## config.mk

```make
export PLATFORM = sky130hd
export DESIGN_NAME = ffmt_ram
export DESIGN_NICKNAME = d
export VERILOG_FILES = /design/src/sv/ffmt_ram.sv
export SDC_FILE = /design/constraint.sdc
export NUM_CORES = 1
export LEC_CHECK = 0
export CAP_MARGIN = 25
export CORE_MARGIN = 2
export CORE_UTILIZATION = 65
export CTS_BUF_LIST = sky130_fd_sc_hd__clkbuf_8
export DETAILED_ROUTE_END_ITERATION = 10
export DONT_BUFFER_PORTS = 1
export MAX_ROUTING_LAYER = met4
export PLACE_DENSITY = 0.81
export SYNTH_ARGS = -nofsm -noshare
export SYNTH_HDL_FRONTEND = slang
export SYNTH_SLANG_ARGS = --single-unit
```

## constraint.sdc

```tcl
create_clock -name i_clk -period 2 [get_ports i_clk]
set_input_delay 0 -clock i_clk [delete_from_list [all_inputs] [get_ports i_clk]]
set_output_delay 0 -clock i_clk [all_outputs]
set_load 0.1 [all_outputs]
```

## src/sv/ffmt_ram.sv

```systemverilog
// ----------------------------------------------------------------------------
// ffmt_ram
// Generic simple dual-port RAM: one write port, one registered read port.
// ----------------------------------------------------------------------------
`default_nettype none

module ffmt_ram #(
    parameter int WIDTH = 8,
    parameter int DEPTH = 16
) (
    input  wire logic                     i_clk,
    input  wire logic                     i_we,
    input  wire logic [$clog2(DEPTH)-1:0] i_waddr,
    input  wire logic [WIDTH-1:0]         i_wdata,
    input  wire logic [$clog2(DEPTH)-1:0] i_raddr,
    output logic      [WIDTH-1:0]         o_rdata
);

    logic [WIDTH-1:0] r_mem [DEPTH];

    always_ff @(posedge i_clk) begin
        if (i_we) begin
            r_mem[i_waddr] <= i_wdata;
        end
        o_rdata <= r_mem[i_raddr];
    end

endmodule

`default_nettype wire

```

Yosys cells after proc, flatten, opt, wreduce, memory -nomap -nowiden:

Memory sizes are Yosys's and may differ from the RTL's. A register that Yosys moved wholly into a read port is not among the register bits.
Cells that the tools add are included.

* register bits after elaboration: 0
* bits in latches: 0
* RAM bits: 128
* memory bits (read-only): 0
* input port bits: 18
* output and inout bits: 8
* word-level logic and storage cells: 3
* memories kept: 1

Memories
* r_mem: depth 16, width 8, rd ports 1, clocked after memory_dff 1, wr ports 1, line 19 `logic [WIDTH-1:0] r_mem [DEPTH];`

* add/subtract/negate cells: 0
* multiply operators: 0
* div/mod/pow operators: 0
* $lt $le $gt $ge: 0
* eq/ne operators: 0
* shift-type cells: 0
* mux-type cells: 2
* bitwise operators: 0
* reduce and logical (&&, ||, !) cells: 0

Operators with widths (count)
* $mux W1: 2

Depth between registers and ports, before layout:

* depth in word-level cells: 2
* gate-level depth with buffers: 5
* gate-level depth less buffers: 3

Worst setup path before layout:

Ideal clock, no wire load.

* path kind: in2reg
* from: input i_waddr[2]
* to: memory r_mem[0][0], enable pin
* setup time: 383 ps
* arrival time: 1110 ps
* data required time: 1617 ps
* slack: 507 ps
* cell stages on the path: 2
* buffers on the path: 0
* cell sequence: or3b_2 > nor3_1

RTL lines
* from (decl): line 13 `input wire logic [$clog2(DEPTH)-1:0] i_waddr,`
* to (decl): line 19

Straight into the memory's write port.

==> impl_results.md <==
* Outcome: finished clean
* Post-synth top area cell: edfxtp_1
* Worst VDD drop at ~0.00067 V
* Routed len/inst at around 26 um
* CP cell instances: mux4_2, dlygate4sd3_1, a22oi_1, nand2_1
* CTS resizes at 0
* Clock share of power at 0.378
* R2R setup slack at 0.31 ns
* Hold_ws at ~0.021 ns
* Critical-path maximum fanout at 1
* FF+latch count, synth at between 100 and 150
* CTS tree: done
* Clk buf depth at 2
* Dominant cells by area after synthesis: edfxtp_1 (75%), mux4_2 (7.9%), mux4_1 (7.1%)
* # DRC at 0
* Die height at roughly 93 um
* Number of global-route vias before repair at approximately 2500
* Clk slew on worst S/H paths at 0.08 ns
* Nets@finish at slightly below 300
* Unrepaired setup endpoints after global routing: false
* Worst skew pair latency at ~0.43 ns
* DR iter-0 viols at between 300 and 400
* Initial antenna violation count at 0
* HP Start: i_raddr[2]
* Tmin final at between 1.5 and 2 ns
* CP Data Arrival Time at just over 2 ns
* Starting Density at 0.670
* Vias per cell at between 6 and 7
* Count of cell types in the netlist at 19
* Total of max-cap violations at 0
* Core Area at between 0.007 and 0.008 mm^2
* Hold Path Class: input pin to flop
* Post-CTS Setup Bufs at 0
* Clk root buf: clkbuf_8
* Wirelength, routed at roughly 10000 um
* Most frequent cells in the layout: edfxtp_1 (128), buf_4 (24), mux4_2 (18), clkbuf_8 (17), a22oi_1 (16)
* Cell Area, Synth at a little over 0.005 mm^2
* Register area share after synthesis at 0.778
* Yosys warning total at 0
* Final HPWL DP at just under 6000 um
* Final setup vio count at 0
* Hold path depth at 3
* Top-area cell type share of the netlist area at 0.747
* Reg2reg end: o_rdata[0]
* Input/output buffers at 0
* Combinational group share of total power at 0.075
* Cts hold-fix bufs at 15
* Global-route wire length before repair at about 15000 um
* Worst r2r src: r_mem[15][0]
* Worst-case clock skew at roughly 0.013 ns
* Reg power frac at 0.547
* Total iterations of the first detailed-routing run at 5
* Rows at 32
* CP peak stage delay at roughly 0.57 ns
* Critical Path Start Type: flop
* I/O pin count at 26
* Relative slew margins at 0.484
* Full die area at ~0.0086 mm^2
* Switching pwr at around 1.3 mW
* GRT Util Overall at 0.271
* CP max stage cell: dlygate4sd3_1
* Crit end category: flop
* Worst Path Required at between 2 and 2.5 ns
* Post-Syn Nets at roughly 250
* Placer's final routability congestion estimate at 0.805
* CTS Buf Count at 17
* Antenna Violating Nets Remaining at 0
* Static leakage at between 1.5 and 2 nW
* Gr ovfl total at 0
* Setup_tns at 0 ns
* Final period utilization at 0.845
* Net Sw Frac at 0.225
* Most common cell after layout, fill and taps aside: edfxtp_1
* DIE WIDTH at 93.0 um
* # H-tree levels at 4
* Syn avg cell area at 22.5 um^2
* Layout cells sized above 1 at 0.253
* Ant. Diodes at 0
* Max-slew violations at 0
* Largest net degree at the start of global routing at 33
* Area Overhead vs Synth at 15.3%
* Cell Pwr Density at between 900 and 1000 mW/mm^2
* Clk sinks at between 100 and 150
* Via count at about 2500
* Endpoints failing hold at 0
* Internal power at around 4.5 mW
* Worst Hold Path EP: o_rdata[0]
* Post-Synthesis Cells at 229
* Worst-Margin Slew at 0.770 ns
* R2R cell count at 4
* Worst Path Class, Setup: flop to flop
* F_max at 0.592 GHz
## per-layer routing
layer  vias up  part of all wire  track usage
met3        16             0.074       0.0604
met5         -                 0            -
met2       136              0.51        0.411
met4         0             0.021        0.112
li1       1069                 -            -
met1      1277              0.40        0.370
## metrics by stage
step | worst slack [ns] | instances | instance area [um^2] | power (mW) | util
after global placement | 0.683 | 345 | 5370 | 3.60 | 0.698
after floorplan | 0.507 | 229 | 5150 | 3.56 | -
after detailed placement | 0.657 | 345 | 5370 | 3.61 | 0.698
final | 0.310 | 391 | 5930 | 5.86 | 0.772
after CTS | 0.308 | 391 | 5930 | 5.88 | 0.772
after global routing | 0.246 | 391 | 5930 | 6.03 | 0.772
## cell usage after synthesis
master	instances
edfxtp_1	128
mux4_2	18
a22oi_1	16
mux4_1	14
nor2_1	13
nand2_1	9
dfxtp_1	8
nor3_1	4
buf_2	3
buf_6	3
clkdlybuf4s25_2	3
nand2b_1	2
nand3b_1	2
and2_1	1
and2b_1	1
buf_4	1
nand3_1	1
nor2b_1	1
or3b_2	1
## power by group through the flow
stage / sequential [mW] / combinational [mW] / clock (mW)
after floorplan: 3.40 / 0.162 / 0
after global placement: 3.26 / 0.339 / 0
after detailed placement: 3.27 / 0.343 / 0
after CTS: 3.20 / 0.439 / 2.23
after global routing: 3.21 / 0.462 / 2.36
final: 3.20 / 0.440 / 2.22
## worst max-delay path by stage
| stage | startpoint | endpoint | slack [ns] | cells past startpoint |
|---|---|---|---|---|
| global route | r_mem[12][0] | o_rdata[0] | 0.25 | 4 |
| global placement | r_mem[9][3] | o_rdata[3] | 0.68 | 3 |
| floorplan | i_waddr[2] | r_mem[0][0] | 0.51 | 2 |
| CTS | r_mem[15][0] | o_rdata[0] | 0.31 | 4 |
| finish | r_mem[15][0] | o_rdata[0] | 0.31 | 4 |
| detailed placement | r_mem[5][1] | o_rdata[1] | 0.66 | 3 |
## registers in the layout, indices dropped and copies added, names as in the netlist
register / cells
o_rdata: 8
r_mem: 128
## logic make-up after synthesis
logic type | count (synthesis) | synth area share
AO/OA/AOI/OAI | 16 | 0.0233
buffers and inverters | 10 | 0.0168
flip-flops | 136 | 0.778
multiplexers | 32 | 0.150
AND/OR/NAND/NOR | 35 | 0.0318
## critical path: cells and delay by family, from the launching register on
family	cells	cell delay, ns
AOI/OAI and AO/OA	1	0.13
DFF	1	0.37
and+or+nand+nor	1	0.07
buffers and inverters	1	0.57
muxes	1	0.46
## cell type report
cell class | instances | area [um^2]
clock buffer | 17 | 234
clock inverter | 14 | 161
fill | 413 | 1750
multi-input combinational | 83 | 1060
sequential | 136 | 4000
tap | 102 | 128
timing repair buffer | 39 | 350
(Power assumes the default switching activity.)
